### config.mk
export PLATFORM = sky130hd
export DESIGN_NAME = http_chunked_body_decoder
export DESIGN_NICKNAME = d
export VERILOG_FILES = /design/src/rtl/core/hcd_pkg.sv /design/src/rtl/core/http_chunked_body_decoder.sv /design/src/rtl/core/hcd_parser.sv /design/src/rtl/core/hcd_out_buf.sv
export SDC_FILE = /design/constraint.sdc
export NUM_CORES = 1
export LEC_CHECK = 0
export BUFFER_PORTS_ARGS = -buffer_cell sky130_fd_sc_hd__buf_2
export CAP_MARGIN = 20
export CORE_ASPECT_RATIO = 0.9
export CORE_MARGIN = 2
export CORE_UTILIZATION = 36
export DETAILED_ROUTE_END_ITERATION = 8
export GPL_TIMING_DRIVEN = 0
export SKIP_CTS_REPAIR_TIMING = 1
export SYNTH_ARGS = -nofsm -noshare
export SYNTH_HDL_FRONTEND = slang
export SYNTH_SLANG_ARGS = --single-unit
### constraint.sdc
create_clock -name aclk -period 9.8 [get_ports aclk]
set_clock_uncertainty 0.15 [all_clocks]
set_input_delay 1.96 -clock aclk [delete_from_list [all_inputs] [get_ports aclk]]
set_output_delay 1.96 -clock aclk [all_outputs]
set_load 0.02 [all_outputs]
### src/rtl/core/hcd_pkg.sv
`timescale 1ns / 1ps
`default_nettype none
// ----------------------------------------------------------------------------
// hcd_pkg
// Shared types, constants and helpers for the chunked body decoder.
// ----------------------------------------------------------------------------
package hcd_pkg;

    // widths of the counters and the capacity register
    localparam int CAP_WIDTH   = 25;
    localparam int COUNT_WIDTH = 24;
    localparam int SIZE_WIDTH  = 31;
    localparam int CHARS_WIDTH = 4;
    localparam int SKIP_WIDTH  = 2;

    // size line ends after this many characters when no cr shows up
    localparam logic [CHARS_WIDTH-1:0] SIZE_LINE_MAX = 4'd15;

    // bytes skipped after a long size line and after each chunk
    localparam logic [SKIP_WIDTH-1:0] SKIP_TWO = 2'd2;
    // a cr is the first of the two bytes after the size line
    localparam logic [SKIP_WIDTH-1:0] SKIP_ONE = 2'd1;

    localparam logic [7:0] CHAR_CR = 8'h0D;

    // capacity after reset and the payload limit that follows from it
    localparam logic [CAP_WIDTH-1:0]   CAP_RESET   = 25'd8192;
    localparam logic [COUNT_WIDTH-1:0] LIMIT_RESET = 24'd8191;

    // one raw body byte
    typedef struct packed {
        logic [7:0] in_byte;
        logic       in_last;
    } in_item_t;

    // one decoded result
    typedef struct packed {
        logic                   byte_valid;
        logic [7:0]             out_byte;
        logic                   end_of_body;
        logic [COUNT_WIDTH-1:0] total_length;
    } out_item_t;

    // hex digit decode: bit 4 flags a hex character, bits 3:0 its value
    function automatic logic [4:0] hex_digit(input logic [7:0] c);
        logic [7:0] v;
        begin
            v = 8'h00;
            if (c >= 8'h30 && c <= 8'h39) begin
                v = c - 8'h30;
                return {1'b1, v[3:0]};
            end
            if (c >= 8'h61 && c <= 8'h66) begin
                v = c - 8'h57;
                return {1'b1, v[3:0]};
            end
            if (c >= 8'h41 && c <= 8'h46) begin
                v = c - 8'h37;
                return {1'b1, v[3:0]};
            end
            return 5'b0_0000;
        end
    endfunction

endpackage
`default_nettype wire

### src/rtl/core/http_chunked_body_decoder.sv
`timescale 1ns / 1ps
`default_nettype none
// ----------------------------------------------------------------------------
// http_chunked_body_decoder
// Chunked transfer body decoder: strips size lines and chunk framing and
// passes payload bytes on, with an end flag and the body's byte total.
// ----------------------------------------------------------------------------
// One body byte is taken per cycle while the skid stage is empty. A byte
// accepted into the input register is decoded there by the framing state
// machine, which updates as the byte is consumed, and any result it causes
// is loaded into the result register, or into the skid stage when the
// result register still holds an untaken result. The skid stage behind
// the result register takes one further result, so the input side keeps
// moving while m_ready is low until it fills. The payload limit is derived
// from cfg_wr_data when cfg_wr_en writes it (capacity minus one, capped at
// the 24-bit counter), so a new value applies to bytes accepted afterwards.
// ----------------------------------------------------------------------------
module http_chunked_body_decoder (
    input  wire logic                          aclk,
    input  wire logic                          aresetn,
    input  wire logic                          cfg_wr_en,
    input  wire logic [hcd_pkg::CAP_WIDTH-1:0] cfg_wr_data,
    input  wire logic                          s_valid,
    output logic                               s_ready,
    input  wire hcd_pkg::in_item_t             s_item,
    output logic                               m_valid,
    input  wire logic                          m_ready,
    output hcd_pkg::out_item_t                 m_item
);
    import hcd_pkg::*;

    logic [COUNT_WIDTH-1:0] limit_reg;
    logic [CAP_WIDTH-1:0]   cap_dec;
    logic                   res_valid;
    logic                   res_ready;
    out_item_t              res_item;

    // payload limit: capacity minus one, zero capacity acts like one
    assign cap_dec = (cfg_wr_data != '0) ? cfg_wr_data - 1'b1 : '0;

    always_ff @(posedge aclk) begin
        if (!aresetn) begin
            limit_reg <= LIMIT_RESET;
        end else if (cfg_wr_en) begin
            limit_reg <= cap_dec[CAP_WIDTH-1] ? '1 : cap_dec[COUNT_WIDTH-1:0];
        end
    end

    hcd_parser u_parser (
        .aclk      (aclk),
        .aresetn   (aresetn),
        .s_valid   (s_valid),
        .s_ready   (s_ready),
        .s_item    (s_item),
        .limit     (limit_reg),
        .res_valid (res_valid),
        .res_ready (res_ready),
        .res_item  (res_item)
    );

    hcd_out_buf u_out_buf (
        .aclk     (aclk),
        .aresetn  (aresetn),
        .in_valid (res_valid),
        .in_ready (res_ready),
        .in_item  (res_item),
        .m_valid  (m_valid),
        .m_ready  (m_ready),
        .m_item   (m_item)
    );

    // a result without a payload byte is always an end of body
    a_empty_result_ends: assert property (@(posedge aclk) disable iff (!aresetn)
        m_valid && !m_item.byte_valid |-> m_item.end_of_body)
        else $error("result with neither payload nor end flag");

    // total only reported on the end result
    a_total_on_end: assert property (@(posedge aclk) disable iff (!aresetn)
        m_valid && !m_item.end_of_body |-> m_item.total_length == '0)
        else $error("non-zero total on a result without end flag");

    // payload byte zero when not valid
    a_byte_zero: assert property (@(posedge aclk) disable iff (!aresetn)
        m_valid && !m_item.byte_valid |-> m_item.out_byte == 8'h00)
        else $error("out_byte set without byte_valid");

    // no result can emerge in the first cycle after reset
    a_quiet_after_reset: assert property (@(posedge aclk)
        $past(!aresetn) |-> !m_valid)
        else $error("result valid right after reset");

endmodule
`default_nettype wire

### src/rtl/core/hcd_parser.sv
`timescale 1ns / 1ps
`default_nettype none
// ----------------------------------------------------------------------------
// hcd_parser
// Input register and chunk framing state machine. Each registered byte is
// consumed once the result side has room and produces at most one result.
// ----------------------------------------------------------------------------
module hcd_parser (
    input  wire logic                            aclk,
    input  wire logic                            aresetn,
    input  wire logic                            s_valid,
    output logic                                 s_ready,
    input  wire hcd_pkg::in_item_t               s_item,
    input  wire logic [hcd_pkg::COUNT_WIDTH-1:0] limit,
    output logic                                 res_valid,
    input  wire logic                            res_ready,
    output hcd_pkg::out_item_t                   res_item
);
    import hcd_pkg::*;

    typedef enum logic [2:0] {
        PH_SIZE,
        PH_HSKIP,
        PH_DATA,
        PH_TSKIP,
        PH_DONE
    } phase_t;

    // input register
    logic     in_valid_reg;
    in_item_t in_item_reg;

    // framing state
    phase_t                 phase_reg,       phase_next;
    logic [SIZE_WIDTH-1:0]  size_accum_reg,  size_accum_next;
    logic [CHARS_WIDTH-1:0] size_chars_reg,  size_chars_next;
    logic                   hex_stopped_reg, hex_stopped_next;
    logic [SKIP_WIDTH-1:0]  skip_left_reg,   skip_left_next;
    logic [SIZE_WIDTH-1:0]  chunk_left_reg,  chunk_left_next;
    logic [COUNT_WIDTH-1:0] out_total_reg,   out_total_next;

    logic                   fire;
    logic [4:0]             hex;
    logic [SKIP_WIDTH-1:0]  skip_dec;
    logic [SIZE_WIDTH-1:0]  chunk_dec;
    logic                   pay_valid;
    logic                   body_end;

    // a registered byte is consumed once the result side has room
    assign fire    = in_valid_reg && res_ready;
    assign s_ready = !in_valid_reg || fire;

    assign hex       = hex_digit(in_item_reg.in_byte);
    assign skip_dec  = (skip_left_reg != '0) ? skip_left_reg - SKIP_ONE : '0;
    assign chunk_dec = (chunk_left_reg != '0) ? chunk_left_reg - 1'b1 : '0;

    // next state and result for the registered byte
    always_comb begin
        phase_next       = phase_reg;
        size_accum_next  = size_accum_reg;
        size_chars_next  = size_chars_reg;
        hex_stopped_next = hex_stopped_reg;
        skip_left_next   = skip_left_reg;
        chunk_left_next  = chunk_left_reg;
        out_total_next   = out_total_reg;
        pay_valid        = 1'b0;
        body_end         = 1'b0;
        res_valid        = 1'b0;
        res_item         = '0;

        if (phase_reg == PH_DONE) begin
            // ignore bytes until the last one re-arms
            if (in_item_reg.in_last) begin
                phase_next       = PH_SIZE;
                size_accum_next  = '0;
                size_chars_next  = '0;
                hex_stopped_next = 1'b0;
                skip_left_next   = '0;
                chunk_left_next  = '0;
                out_total_next   = '0;
            end
        end else begin
            if (out_total_reg >= limit) begin
                body_end = 1'b1;
            end else begin
                unique case (phase_reg)
                    PH_SIZE: begin
                        if (in_item_reg.in_byte == CHAR_CR) begin
                            phase_next     = PH_HSKIP;
                            skip_left_next = SKIP_ONE;
                        end else begin
                            if (!hex[4]) begin
                                hex_stopped_next = 1'b1;
                            end else if (!hex_stopped_reg) begin
                                // saturate once a further digit would overflow
                                if (size_accum_reg[SIZE_WIDTH-1 -: 4] != 4'h0) begin
                                    size_accum_next = '1;
                                end else begin
                                    size_accum_next = {size_accum_reg[SIZE_WIDTH-5:0],
                                                       hex[3:0]};
                                end
                            end
                            size_chars_next = size_chars_reg + 1'b1;
                            if (size_chars_next >= SIZE_LINE_MAX) begin
                                phase_next     = PH_HSKIP;
                                skip_left_next = SKIP_TWO;
                            end
                        end
                    end
                    PH_HSKIP: begin
                        skip_left_next = skip_dec;
                        if (skip_dec == '0) begin
                            if (size_accum_reg == '0) begin
                                body_end = 1'b1;
                            end else begin
                                phase_next      = PH_DATA;
                                chunk_left_next = size_accum_reg;
                            end
                        end
                    end
                    PH_DATA: begin
                        pay_valid       = 1'b1;
                        out_total_next  = out_total_reg + 1'b1;
                        chunk_left_next = chunk_dec;
                        if (out_total_next >= limit) begin
                            body_end = 1'b1;
                        end else if (chunk_dec == '0) begin
                            phase_next     = PH_TSKIP;
                            skip_left_next = SKIP_TWO;
                        end
                    end
                    default: begin
                        skip_left_next = skip_dec;
                        if (skip_dec == '0) begin
                            phase_next       = PH_SIZE;
                            size_accum_next  = '0;
                            size_chars_next  = '0;
                            hex_stopped_next = 1'b0;
                        end
                    end
                endcase
            end

            if (in_item_reg.in_last) begin
                body_end = 1'b1;
            end

            // result fields
            res_valid             = in_valid_reg && (pay_valid || body_end);
            res_item.byte_valid   = pay_valid;
            res_item.out_byte     = pay_valid ? in_item_reg.in_byte : 8'h00;
            res_item.end_of_body  = body_end;
            res_item.total_length = body_end ? out_total_next : '0;

            // end of body: re-arm on the last byte, otherwise wait for it
            if (body_end) begin
                if (in_item_reg.in_last) begin
                    phase_next       = PH_SIZE;
                    size_accum_next  = '0;
                    size_chars_next  = '0;
                    hex_stopped_next = 1'b0;
                    skip_left_next   = '0;
                    chunk_left_next  = '0;
                    out_total_next   = '0;
                end else begin
                    phase_next = PH_DONE;
                end
            end
        end
    end

    // input register and state
    always_ff @(posedge aclk) begin
        if (!aresetn) begin
            in_valid_reg    <= 1'b0;
            phase_reg       <= PH_SIZE;
            size_accum_reg  <= '0;
            size_chars_reg  <= '0;
            hex_stopped_reg <= 1'b0;
            skip_left_reg   <= '0;
            chunk_left_reg  <= '0;
            out_total_reg   <= '0;
        end else begin
            if (s_ready) begin
                in_valid_reg <= s_valid;
                in_item_reg  <= s_item;
            end
            if (fire) begin
                phase_reg       <= phase_next;
                size_accum_reg  <= size_accum_next;
                size_chars_reg  <= size_chars_next;
                hex_stopped_reg <= hex_stopped_next;
                skip_left_reg   <= skip_left_next;
                chunk_left_reg  <= chunk_left_next;
                out_total_reg   <= out_total_next;
            end
        end
    end

endmodule
`default_nettype wire

### src/rtl/core/hcd_out_buf.sv
`timescale 1ns / 1ps
`default_nettype none
// ----------------------------------------------------------------------------
// hcd_out_buf
// Result register with a skid stage, so the parser can hand over one more
// result while a result waits to be taken.
// ----------------------------------------------------------------------------
module hcd_out_buf (
    input  wire logic               aclk,
    input  wire logic               aresetn,
    input  wire logic               in_valid,
    output logic                    in_ready,
    input  wire hcd_pkg::out_item_t in_item,
    output logic                    m_valid,
    input  wire logic               m_ready,
    output hcd_pkg::out_item_t      m_item
);
    import hcd_pkg::*;

    logic      out_valid_reg;
    out_item_t out_item_reg;
    logic      skid_valid_reg;
    out_item_t skid_item_reg;
    logic      push;
    logic      pop;

    assign in_ready = !skid_valid_reg;
    assign push     = in_valid && in_ready;
    assign pop      = out_valid_reg && m_ready;
    assign m_valid  = out_valid_reg;
    assign m_item   = out_item_reg;

    // result register refills from the skid stage first
    always_ff @(posedge aclk) begin
        if (!aresetn) begin
            out_valid_reg  <= 1'b0;
            skid_valid_reg <= 1'b0;
        end else begin
            if (!out_valid_reg || pop) begin
                if (skid_valid_reg) begin
                    out_valid_reg  <= 1'b1;
                    out_item_reg   <= skid_item_reg;
                    skid_valid_reg <= 1'b0;
                end else begin
                    out_valid_reg <= push;
                    out_item_reg  <= in_item;
                end
            end else if (push) begin
                skid_valid_reg <= 1'b1;
                skid_item_reg  <= in_item;
            end
        end
    end

endmodule
`default_nettype wire

* Word-level counts from Yosys, hierarchy flattened
Index checks and enable logic that the tools add are counted.
** Word-level totals
- Bits in registers :: 200
- Output and inout port bits :: 36
- Word-level logic and storage cells :: 176
** Cells by class
- $add $sub $neg :: 8
- $lt $le $gt $ge :: 9
- Eq/ne operators :: 11
- Mux-type cells :: 96
- Bitwise gates (word level) :: 2
- Reduce and logical (&&, ||, !) cells :: 29
** Operators with widths (number)
- $mux W31 :: 17
- $mux W24 :: 8
- $pmux W31 S2 :: 2
- $mux W34 :: 2
- $logic_not A31 Y1 :: 2
- $ge A24 B24 Y1 :: 2
- $mux W3 :: 12
- $reduce_bool A31 Y1 :: 1
- $sub A31 B1 Y31 const B :: 1
- $mux W5 :: 6
- $mux W4 :: 7
- $mux W1 :: 25
- $mux W25 :: 1
- $reduce_bool A25 Y1 :: 1
- $sub A25 B1 Y25 const B :: 1
- $add A24 B1 Y24 const B :: 1
- $mux W2 :: 10
- $ge A8 B7 Y1 const B :: 2
- $le A8 B7 Y1 const B :: 2
- $pmux W3 S3 :: 1
- $reduce_and A9 Y1 :: 1
- $eq A8 B4 Y1 const B :: 1
- $ge A8 B6 Y1 const B :: 1
- $le A8 B6 Y1 const B :: 1
- other kinds (29) :: 47

* Logic depth before layout (Yosys ltp)
Gate-level depths: netlist of run 1.
- Depth in word-level cells :: 18
- Gate-level depth with buffers :: 20
- Mapped depth without buffers :: 18

* Modules after synthesis
A second synthesis of run 1 with hierarchy kept.
** Unflattened totals
- Cell total of the unflattened synthesis :: 1461
- Area, all modules :: 12610.8 sq um
** By module, submodules not included
- hcd_parser :: times used 1, cells each 1172, area an instance 8523.2 sq um, seq. area each 2212.1 sq um
- hcd_out_buf :: times used 1, cells each 116, area an instance 2688.8 sq um, seq. area each 2082.0 sq um
- http_chunked_body_decoder :: times used 1, cells each 173, area an instance 1398.8 sq um, seq. area each 480.5 sq um

* Worst setup path before layout of run 1
No wires, ideal clock.
- Path kind :: in2reg
- Start :: input m_ready
- End :: register u_out_buf.skid_item_reg[0] (netlist bit), enable pin
- Arrival :: 4.776 ns
- Data required time :: 9.182 ns
- Slack :: 4.407 ns
- Cell stages on the path :: 3
- Path buffers :: 0
- Cell sequence :: nand2b_1 > or2_2 > nor3_1
** On the way
- Word-level cells in the longest chain between the ends :: 4
** RTL lines
- from (decl) :: line http_chunked_body_decoder.sv:27 : input wire logic m_ready,
- $logic_and A1 B1 Y1 :: line hcd_out_buf.sv:29 : assign pop = out_valid_reg && m_ready;
- $logic_or A1 B1 Y1 :: line hcd_out_buf.sv:39 : if (!out_valid_reg || pop) begin
- $not A1 Y1 (no source line)
- $reduce_and A3 Y1 (no source line)
- to (signal assigned) :: line hcd_out_buf.sv:50 : skid_item_reg <= in_item;
- to (decl) :: line hcd_out_buf.sv:23 : out_item_t skid_item_reg;
No other way between the ends.
A chain may end at the register's enable or synchronous reset.

* Worst setup path after layout of run 1
- Start :: register u_parser.out_total_reg[0]
- End :: register u_out_buf.out_item_reg (netlist bit u_out_buf.m_item[14]), data pin
** On the way
- Word-level cells in the longest chain between the ends :: 10
- Elaborated cells between the ends (all ways) :: 13
- Those cells by class :: add/sub: 1; order compare: 2; mux: 10
** RTL lines
- from (decl) :: line hcd_parser.sv:40 : logic [COUNT_WIDTH-1:0] out_total_reg, out_total_next;
- from (signal assigned) :: line hcd_parser.sv:195 : out_total_reg <= out_total_next;
- $add A24 B1 Y24 :: line hcd_parser.sv:123 : out_total_next = out_total_reg + 1'b1;
- $ge A24 B24 Y1 :: line hcd_parser.sv:125 : if (out_total_next >= limit) begin
- $mux W1 :: line hcd_parser.sv:125
- $pmux W1 S2 :: line hcd_parser.sv:86 : unique case (phase_reg)
- $mux W1 :: line hcd_parser.sv:83 : if (out_total_reg >= limit) begin
- $mux W1 :: line hcd_parser.sv:144 : if (in_item_reg.in_last) begin
- $mux W1 :: line hcd_parser.sv:71 : if (phase_reg == PH_DONE) begin
- $mux W24 * :: line hcd_parser.sv:153 : res_item.total_length = body_end ? out_total_next : '0;
- $mux W34 * :: line hcd_parser.sv:71
- $mux W34 * :: line hcd_out_buf.sv:40 : if (skid_valid_reg) begin
- to (signal assigned) :: line hcd_out_buf.sv:42 : out_item_reg <= skid_item_reg;
- to (signal assigned) :: line hcd_out_buf.sv:46 : out_item_reg <= in_item;
- to (decl) :: line hcd_out_buf.sv:21 : out_item_t out_item_reg;
Mark *: on every way between the ends. The rest lies on a longest branch, timed or not. The select of a mux whose other input is x is not followed.

==> results.py, run 1 <==
metrics = {
    "synthesis": {
        "synth.most_common_cell": "nor2_1",
        "synth_cells": 1439,
        "ys_top_cells_by_count": "159 x nor2_1, 144 x nand2_1, 123 x dfxtp_1, 97 x o21ai_0, 95 x a21oi_1",
        "yosysWarnings": 0,
        "synth_edf_count": 77,
        "post-synth-top-area-cell": "dfxtp_1",
        "avgSynthCellArea_um2": 8.55,
        "yosys-top-cells-area": "dfxtp_1 20%, edfxtp_1 19%, ha_1 5.9%",
        "synth_top_area_share_pct": 20.0,
        "synth_cell_type_count": 83,
        "synth-seq-area-share_pct": 38.8,
        "synth-main-ff-cell": "dfxtp_1",
        "synth_fp_nets": 1536,
        "synth.ff_latch_count": 200,
        "synthArstFlopShare_pct": 0,
        "syn_area_um2": 12300,
    },
    "route": {
        "drc": 0,
        "first_iter_violations": 1112,
        "vias": 11196,
        "wire_per_inst_um": 17.7,
        "vias_per_cell": 5.57,
        "ant_nets": 0,
        "routed_wirelength_um": 35600,
        "dr.pass1.iters": 5,
    },
    "timing": {
        "rsz0062_at_grt": "no",
        "timing.final.crit_share_pct": 62.7,
        "worstMarginPinSlew_ns": 1.08,
        "fin_crit_ns": 6.14,
        "slew_viol_final": 0,
        "hold_viol_final": 0,
        "setup_tns_ns": 0,
        "fmax_mhz": 163,
        "relSlewSlack_pct": 27.6,
        "finalSetupViolations": 0,
    },
    "power": {
        "p_leak_nw": 5.38,
        "irDropWorstVdd_uv": 119,
        "power.density_nw_per_um2": 129,
    },
    "worst_setup_path": {
        "worstPathRequired_ns": 9.89,
        "start_kind": "register",
        "critPathCaptureType": "register",
        "rr_worst_depth": 20,
        "rrSetupSlack_ns": 3.66,
        "cp_max_fo": 10,
        "crit_type": "register to register",
        "cp_data_arrival_time_ns": 6.23,
    },
    "min_path": {
        "worst_hold_path.num_cells": 2,
        "hp-class": "register to register",
    },
    "placed_design": {
        "dpl.hpwl_um": 27200,
        "globalplace.congestion": 0.873,
        "port_buffers": 73,
    },
    "floorplan": {
        "die_area_um2": 35700,
        "fp.coreArea_um2": 33800,
        "initial_utilization_pct": 36.4,
        "num_rows": 64,
        "die-width_um": 199,
        "io-pin-count": 75,
        "die_y_um": 179,
    },
    "finish": {
        "syn_to_final_growth_pct": 13.5,
        "antenna_cells": 0,
        "final_nets": 1632,
        "utilization_pct": 41.3,
        "drive_gt1_share_pct": 9.69,
    },
    "clock_network": {
        "clk_pin_slew_ns": 0.09,
        "numCtsBuffers": 17,
        "clock_path_buffers": 2,
        "cts_root_buf": "clkbuf_16",
        "cts_tree": "done",
        "clk_latency_ns": 0.46,
        "cts.sinks": 200,
        "cts_max_level": 4,
    },
    "global_route": {
        "grt_usage_pct": 20.2,
        "grt-ovfl-total": 0,
        "grt_pass1_vias": 10208,
        "grt_antenna_before_repair": 0,
        "grt_pass1_wl_um": 57000,
        "grt_max_degree": 26,
    },
    "run_status": {
        "status": "complete, no violations",
    },
    "run": {
        "maxCapViolCount": 0,
    },
}
==> through the flow <==
step / hold WS (ns) / std cells / worst slack (ns) / power (W) / cell area (um^2)
6_report: 0.343 / 2010 / 3.66 / 0.00180 / 14000
5_1_grt: 0.396 / 2010 / 3.24 / 0.00186 / 14000
4_1_cts: 0.343 / 2010 / 3.74 / 0.00181 / 14000
3_5_place_dp: 0.323 / 1978 / 3.77 / 0.00104 / 13300
3_3_place_gp: 0.309 / 1974 / 3.22 / 0.00104 / 13200
2_1_floorplan: 0.294 / 1439 / 4.41 / 0.000989 / 12300
==> cells by family (layout without fill, tap and decap cells) <==
kind of cell             Yosys count  after routing  synth area share (%)
AO/OA/AOI/OAI                    402            402                  21.1
flip-flops                       200            200                  38.8
multiplexers                       9              9                 0.793
adder cells (fa/ha/maj)           68             68                  6.71
buffers and inverters            140            249                  4.53
AND/OR/NAND/NOR                  532            532                  21.8
XOR/XNOR                          88             88                  6.27
==> layout by cell type, fill, tap and decap left out, types with 19 or more instances in the layout <==
cell	netlist	routed
a21oi_1	95	95
a22oi_1	46	46
buf_2	4	77
clkbuf_1	77	77
dfxtp_1	123	123
edfxtp_1	77	77
ha_1	58	58
inv_1	47	47
nand2_1	144	144
nand3_1	34	34
nand4_1	19	19
nor2_1	159	159
nor3_1	26	25
nor4_1	21	21
o21a_1	22	22
o21ai_0	97	97
o31ai_1	27	27
xnor2_1	45	45
xor2_1	43	43
==> area by class of cell <==
| type | count | area [um^2] |
|---|---|---|
| sequential | 200 | 4770 |
| clock buffer | 17 | 425 |
| fill | 3423 | 19800 |
| timing repair buffer | 77 | 427 |
| clock inverter | 15 | 226 |
| buffer | 91 | 373 |
| inverter | 49 | 184 |
| multi-input combinational | 1099 | 6980 |
| tap | 462 | 578 |
==> power by group <==
group / internal [W] / switching [W] / leakage [nW] / total [W]
clock network: 0.000365 / 0.000409 / 0.314 / 0.000775
logic: 0.0000434 / 0.0000939 / 3.34 / 0.000137
registers: 0.000876 / 0.00000964 / 1.73 / 0.000886
==> routing by layer <==
metal / routed length (um) / vias to the layer above / part of all wire [%] / GRT usage [%]
met2: 14800 / 411 / 42 / 29.9
li1: - / 5452 / - / -
met4: 384 / 0 / 1.1 / 4.51
met1: 17800 / 5298 / 50 / 30.9
met3: 2540 / 35 / 7.1 / 2.84
met5: 0 / - / 0 / 0
==> critical path: stages, from the launching register on <==
cell and delay [ns]:
dfxtp_1 0.57, ha_1 0.36, nand3_1 0.25, nor2_1 0.37
and2_1 0.28, and2_1 0.29, and3_1 0.18, clkbuf_1 0.23
nand3_1 0.26, xnor2_1 0.21, ha_1 0.33, nand4_1 0.13
nor4_1 0.45, o2111ai_1 0.19, a21oi_1 0.19, o21ai_0 0.17
nor2b_1 0.28, nand2b_1 0.17, clkbuf_1 0.16, buf_1 0.26
o31ai_1 0.43
==> worst paths after layout <==
path	startpoint	endpoint
worst max-delay path	u_parser.out_total_reg[0]	u_out_buf.m_item[14]
worst min-delay path	limit_reg[23]	limit_reg[23]
worst max register to register	u_parser.out_total_reg[0]	u_out_buf.m_item[14]
worst min register to register	limit_reg[23]	limit_reg[23]
Note: power is estimated with default switching activity, not from simulation.
==> run 2: changes to the inputs <==
==> constraint.sdc (replaced) <==
create_clock -name aclk -period 6.1 [get_ports aclk]
set_clock_uncertainty 0.15 [all_clocks]
set_input_delay 1.22 -clock aclk [delete_from_list [all_inputs] [get_ports aclk]]
set_output_delay 1.22 -clock aclk [all_outputs]
set_load 0.02 [all_outputs]
==> run 2 against run 1 <==
  * Register-to-register slack lost 3.2 ns
  * Utilization up 0.10 points
  * Clock-buffer cell count stayed put
  * Combinational power up 61%
  * Critical path type unchanged
  * Largest cell class unchanged
==> results.py, run 2 (synthesized netlist as in run 1, its figures left out) <==
metrics = {
    "run_status": {
        "status": "complete, no violations",
    },
    "route": {
        "ant_nets": 0,
        "vias": 11213,
        "routed_wirelength_um": 35700,
        "wire_per_inst_um": 17.8,
        "dr.pass1.iters": 5,
        "vias_per_cell": 5.58,
        "drc": 0,
        "first_iter_violations": 1068,
    },
    "worst_setup_path": {
        "cp_data_arrival_time_ns": 5.72,
        "cp_max_fo": 10,
        "rrSetupSlack_ns": 0.42,
        "critPathCaptureType": "register",
        "worstPathRequired_ns": 6.14,
        "start_kind": "register",
        "crit_type": "register to register",
    },
    "timing": {
        "timing.final.crit_share_pct": 93.1,
        "relSlewSlack_pct": 28.0,
        "fmax_mhz": 176,
        "slew_viol_final": 0,
        "worstMarginPinSlew_ns": 1.07,
        "finalSetupViolations": 0,
        "hold_viol_final": 0,
        "fin_crit_ns": 5.68,
        "setup_tns_ns": 0,
    },
    "clock_network": {
        "cts_tree": "done",
        "numCtsBuffers": 17,
        "cts.sinks": 200,
        "cts_max_level": 4,
        "clock_path_buffers": 2,
        "cts_root_buf": "clkbuf_16",
        "clk_pin_slew_ns": 0.09,
        "clk_latency_ns": 0.46,
    },
    "power": {
        "irDropWorstVdd_uv": 192,
        "p_leak_nw": 5.41,
        "power.density_nw_per_um2": 207,
        "power.total_w": 0.00289,
    },
    "placed_design": {
        "globalplace.congestion": 0.873,
        "port_buffers": 73,
        "dpl.hpwl_um": 27200,
    },
    "global_route": {
        "grt_pass1_wl_um": 57000,
        "grt_max_degree": 26,
        "grt-ovfl-total": 0,
        "grt_antenna_before_repair": 0,
        "grt_pass1_vias": 10208,
        "grt_usage_pct": 20.2,
    },
    "floorplan": {
        "fp.coreArea_um2": 33800,
        "num_rows": 64,
        "die_y_um": 179,
        "io-pin-count": 75,
        "initial_utilization_pct": 36.4,
        "die_area_um2": 35700,
        "die-width_um": 199,
    },
    "min_path": {
        "hp-class": "register to register",
    },
    "finish": {
        "antenna_cells": 0,
        "drive_gt1_share_pct": 10.3,
        "syn_to_final_growth_pct": 13.8,
        "fillers": 3420,
        "layout_commonest_cell": "nor2_1",
        "final_nets": 1631,
        "final_cell_mix": "158 x nor2_1, 144 x nand2_1, 122 x dfxtp_1",
    },
    "run": {
        "maxCapViolCount": 0,
    },
}
[run 2: cell types whose count changed in the layout (fill, tap and decap cells not counted)]
cell,before,now
buf_1,6,5
clkbuf_1,77,75
clkbuf_2,0,2
dfxtp_1,123,122
dfxtp_2,0,1
nand3_1,34,33
nand3_2,1,2
nor2_1,159,158
nor2_4,0,1
nor4_1,21,20
nor4_2,1,2
o31ai_1,27,24
o31ai_2,0,3
[run 2: cell type report]
class / count / area [um^2] / area share [%]
Tap cell: 462 / 578 / 4.13
Clock buffer: 17 / 425 / 3.04
Buffer: 90 / 372 / 2.65
Multi-Input combinational cell: 1099 / 7010 / 50.1
Clock inverter: 15 / 226 / 1.62
Inverter: 49 / 184 / 1.31
Sequential cell: 200 / 4780 / 34.1
Timing Repair Buffer: 77 / 427 / 3.05
[run 2: path summary, 6_finish.rpt]
path                                   from                   to  depth (start not counted)
setup / recovery  u_parser.out_total_reg[2]  u_out_buf.m_item[5]                         19
hold / removal                limit_reg[23]        limit_reg[23]                          2
setup reg to reg  u_parser.out_total_reg[2]  u_out_buf.m_item[5]                         19
hold reg to reg               limit_reg[23]        limit_reg[23]                          2
[run 2: power by group]
part           leakage (nW)  switching, W  total (W)  internal (W)
combinational          3.35      0.000151   0.000221     0.0000699
clock                 0.314      0.000660    0.00125      0.000587
sequential             1.74     0.0000156    0.00142       0.00141
[run 2: layer usage]
| layer | vias to the layer above | GRT usage, % | routed length [um] |
|---|---|---|---|
| met5 | - | 0 | 0 |
| met4 | 0 | 4.51 | 340 |
| met3 | 30 | 2.84 | 2560 |
| met2 | 395 | 29.9 | 15000 |
| met1 | 5333 | 30.9 | 17800 |
| li1 | 5455 | - | - |
[run 2: through the flow]
stage | utilization, % | area (um^2) | cells | worst slack (ns) | hold WS, ns
detailed placement | 39.4 | 13300 | 1978 | 0.0672 | 0.323
global placement | 39.2 | 13200 | 1974 | -0.216 | 0.309
finish | 41.4 | 14000 | 2009 | 0.421 | 0.340
CTS | 41.3 | 14000 | 2010 | 0.0398 | 0.343
global route | 41.4 | 14000 | 2009 | -0.00981 | 0.396
floorplan | - | 12300 | 1439 | 1.45 | 0.294
[run 2: critical path, stage by stage, from the launching register on]
cell	delay, ns
dfxtp_1	0.52
nand3_1	0.27
nor2_1	0.31
and3_1	0.42
and3_1	0.33
and3_1	0.18
clkbuf_1	0.21
and3_1	0.30
xor2_1	0.18
ha_1	0.27
nand4_1	0.15
nor2_1	0.09
a32oi_1	0.22
nand3_1	0.15
o21ai_0	0.30
nor2b_1	0.42
nand2b_1	0.17
clkbuf_1	0.23
buf_1	0.39
o31ai_1	0.17
==> run 3: changes to the inputs <==
--- a/config.mk
+++ b/config.mk
@@ -5,6 +5,7 @@
 export SDC_FILE = /design/constraint.sdc
 export NUM_CORES = 1
 export LEC_CHECK = 0
+export ABC_AREA = 1
 export BUFFER_PORTS_ARGS = -buffer_cell sky130_fd_sc_hd__buf_2
 export CAP_MARGIN = 20
 export CORE_ASPECT_RATIO = 0.9
==> run 3 against run 2 <==
  * Sequential cell count unchanged
  * First-iteration DRC count increased by 2.1%
  * Power increased by 0.43%
  * Hold slack got worse by 0.010 ns
  * Global-route usage increased by 1.5 points
  * Utilization decreased by 0.53 points
  * Synthesized cell count increased by 24%
  * Largest cell class unchanged
==> results.py, run 3 <==
metrics = {
    "run_status": {
        "status": "complete, no violations",
    },
    "worst_setup_path": {
        "start_kind": "register",
        "path_cells": "inv_1 > nor3_2 > nand2_1 > inv_2 > nand3_1 > nor2_1 > nand2_1 > nor3_1 > xor2_1 > inv_1 > ha_1 > nand4_1 > nor3_2 > nand4_1 > or2_0 > nand4_1 > nand2_1 > nand4_2 > o21ai_0 > nor3_2 > buf_6 > buf_6",
        "crit_type": "register to register",
        "cp_data_arrival_time_ns": 4.76,
        "cpPeakStageDelay_ns": 0.46,
        "critPathCaptureType": "register",
        "critPathBufInv": 5,
        "cp_max_fo": 11,
        "crit_slowest_cell": "dfxtp_1",
        "cp_top_family": "simple AND/OR/NAND/NOR gates",
        "worstPathRequired_ns": 6.12,
    },
    "finish": {
        "layout_commonest_cell": "nand2_1",
        "final_cells": 2356,
        "utilization_pct": 40.9,
        "syn_to_final_growth_pct": 12.2,
        "drive_gt1_share_pct": 10.7,
        "final_nets": 1970,
        "fillers": 3676,
        "final_cell_mix": "472 x nand2_1, 184 x inv_1, 172 x nor2_1",
    },
    "timing": {
        "relSlewSlack_pct": 28.5,
        "finalSetupViolations": 0,
        "slew_viol_final": 0,
        "setup_tns_ns": 0,
        "hold_viol_final": 0,
        "fmax_mhz": 211,
        "rsz0062_at_grt": "no",
        "fin_crit_ns": 4.74,
        "holdWs_ns": 0.330,
        "timing.final.crit_share_pct": 77.7,
        "worstMarginPinSlew_ns": 1.07,
    },
    "clock_network": {
        "cts.sinks": 200,
        "cts_tree": "done",
        "numCtsBuffers": 17,
        "cts_root_buf": "clkbuf_16",
        "clk_pin_slew_ns": 0.08,
        "cts_max_level": 4,
        "clk_latency_ns": 0.47,
        "clock_path_buffers": 2,
    },
    "floorplan": {
        "die-width_um": 202,
        "fp.coreArea_um2": 35000,
        "num_rows": 65,
        "die_area_um2": 36900,
        "die_y_um": 182,
        "initial_utilization_pct": 36.4,
        "io-pin-count": 75,
    },
    "route": {
        "vias_per_cell": 5.24,
        "first_iter_violations": 1090,
        "drc": 0,
        "ant_nets": 0,
        "routed_wirelength_um": 39800,
        "dr.pass1.iters": 5,
        "vias": 12356,
        "wire_per_inst_um": 16.9,
    },
    "min_path": {
        "hp-class": "register to register",
    },
    "placed_design": {
        "port_buffers": 72,
        "dp_cells": 2323,
        "dpl.hpwl_um": 30800,
        "globalplace.congestion": 0.938,
    },
    "power": {
        "irDropWorstVdd_uv": 141,
        "power.density_nw_per_um2": 203,
        "p_leak_nw": 6.05,
    },
    "synthesis": {
        "yosys-top-cells-area": "dfxtp_1 19%, edfxtp_1 18%, nand2_1 14%",
        "synth_cell_type_count": 53,
        "synth-seq-area-share_pct": 37.5,
        "synth_top_area_share_pct": 19.3,
        "post-synth-top-area-cell": "dfxtp_1",
        "synth_fp_nets": 1876,
        "syn_area_um2": 12700,
        "synthArstFlopShare_pct": 0,
        "synth.most_common_cell": "nand2_1",
        "avgSynthCellArea_um2": 7.16,
        "ys_top_cells_by_count": "472 x nand2_1, 184 x inv_1, 173 x nor2_1, 128 x a21oi_1, 125 x o21ai_0",
        "synth_cells": 1779,
        "yosysWarnings": 0,
        "synth_edf_count": 77,
        "synth-main-ff-cell": "dfxtp_1",
        "synth.ff_latch_count": 200,
    },
    "global_route": {
        "grt-ovfl-total": 0,
        "grt_pass1_vias": 11499,
        "grt_antenna_before_repair": 1,
        "grt_max_degree": 35,
        "grt_usage_pct": 21.7,
        "grt_pass1_wl_um": 63300,
    },
    "run": {
        "maxCapViolCount": 0,
    },
}
[run 3: cell types whose count changed in the layout (fill, tap and decap cells not counted), sizes merged, moves of 26 or more]
cell	previous run	this run
nand2	144	483
inv	60	199
nand3	35	85
a22oi	46	0
a21oi	95	130
nor2	159	193
xnor2	45	11
clkbuf	94	63
o22ai	10	39
o21ai	105	131
o31ai	27	1
[run 3: cells by family after synthesis]
group / share of synthesized area (%)
AND/OR/NAND/NOR: 28.7
AO/OA/AOI/OAI: 16.3
buffers and inverters: 8.40
flip-flops: 37.5
adder cells (fa/ha/maj): 5.70
XOR/XNOR: 3.50
[run 3: cell type report]
cell class / instances / area [um^2] / area share, %
sequential: 200 / 4770 / 33.4
clock buffer: 18 / 429 / 3.00
multi-input combinational: 1311 / 6910 / 48.3
inverter: 195 / 732 / 5.12
timing repair buffer: 75 / 394 / 2.76
antenna: 1 / 2.50 / 0.0175
clock inverter: 14 / 135 / 0.945
buffer: 73 / 338 / 2.36
tap: 469 / 587 / 4.10
[run 3: through the flow]
step / worst slack [ns] / instance area [um^2] / power [W]
after floorplan: 0.280 / 12700 / 0.00169
after global placement: -1.36 / 13700 / 0.00180
after detailed placement: 1.42 / 13700 / 0.00181
after CTS: 1.37 / 14300 / 0.00292
after global routing: 0.951 / 14300 / 0.00302
final: 1.36 / 14300 / 0.00290
[run 3: final timing paths]
| kind | cells after the start | slack (ns) | start | to |
|---|---|---|---|---|
| worst max-delay path | 22 | 1.36 | u_parser.out_total_reg[4] | u_out_buf.skid_item_reg[7] |
| worst max register to register | 22 | 1.36 | u_parser.out_total_reg[4] | u_out_buf.skid_item_reg[7] |
| worst min register to register | 2 | 0.33 | u_parser.size_chars_reg[3] | u_parser.size_chars_reg[3] |
| worst min-delay path | 2 | 0.33 | u_parser.size_chars_reg[3] | u_parser.size_chars_reg[3] |
[run 3: tightest hold or removal path, delay by kind of cell, from the launching register on]
family | cells | cell delay, ns
flops | 1 | 0.32
simple gates | 1 | 0.06
compound gates | 1 | 0.06
[run 3: metal layers]
metal | part of all wire, % | up-vias | global-route usage (%)
li1 | - | 6146 | -
met1 | 50 | 5708 | 32.4
met2 | 41 | 455 | 31.6
met3 | 7.5 | 47 | 4.18
met4 | 1.6 | 0 | 6.16
met5 | 0 | - | 0
[run 3: where the power goes]
part	internal, W	leakage (nW)	switching, W	total, W
Sequential	0.00141	1.75	0.0000151	0.00143
Clock	0.000541	0.276	0.000581	0.00112
Combinational	0.0000991	4.02	0.000254	0.000353
Total	0.00205	6.05	0.000850	0.00290
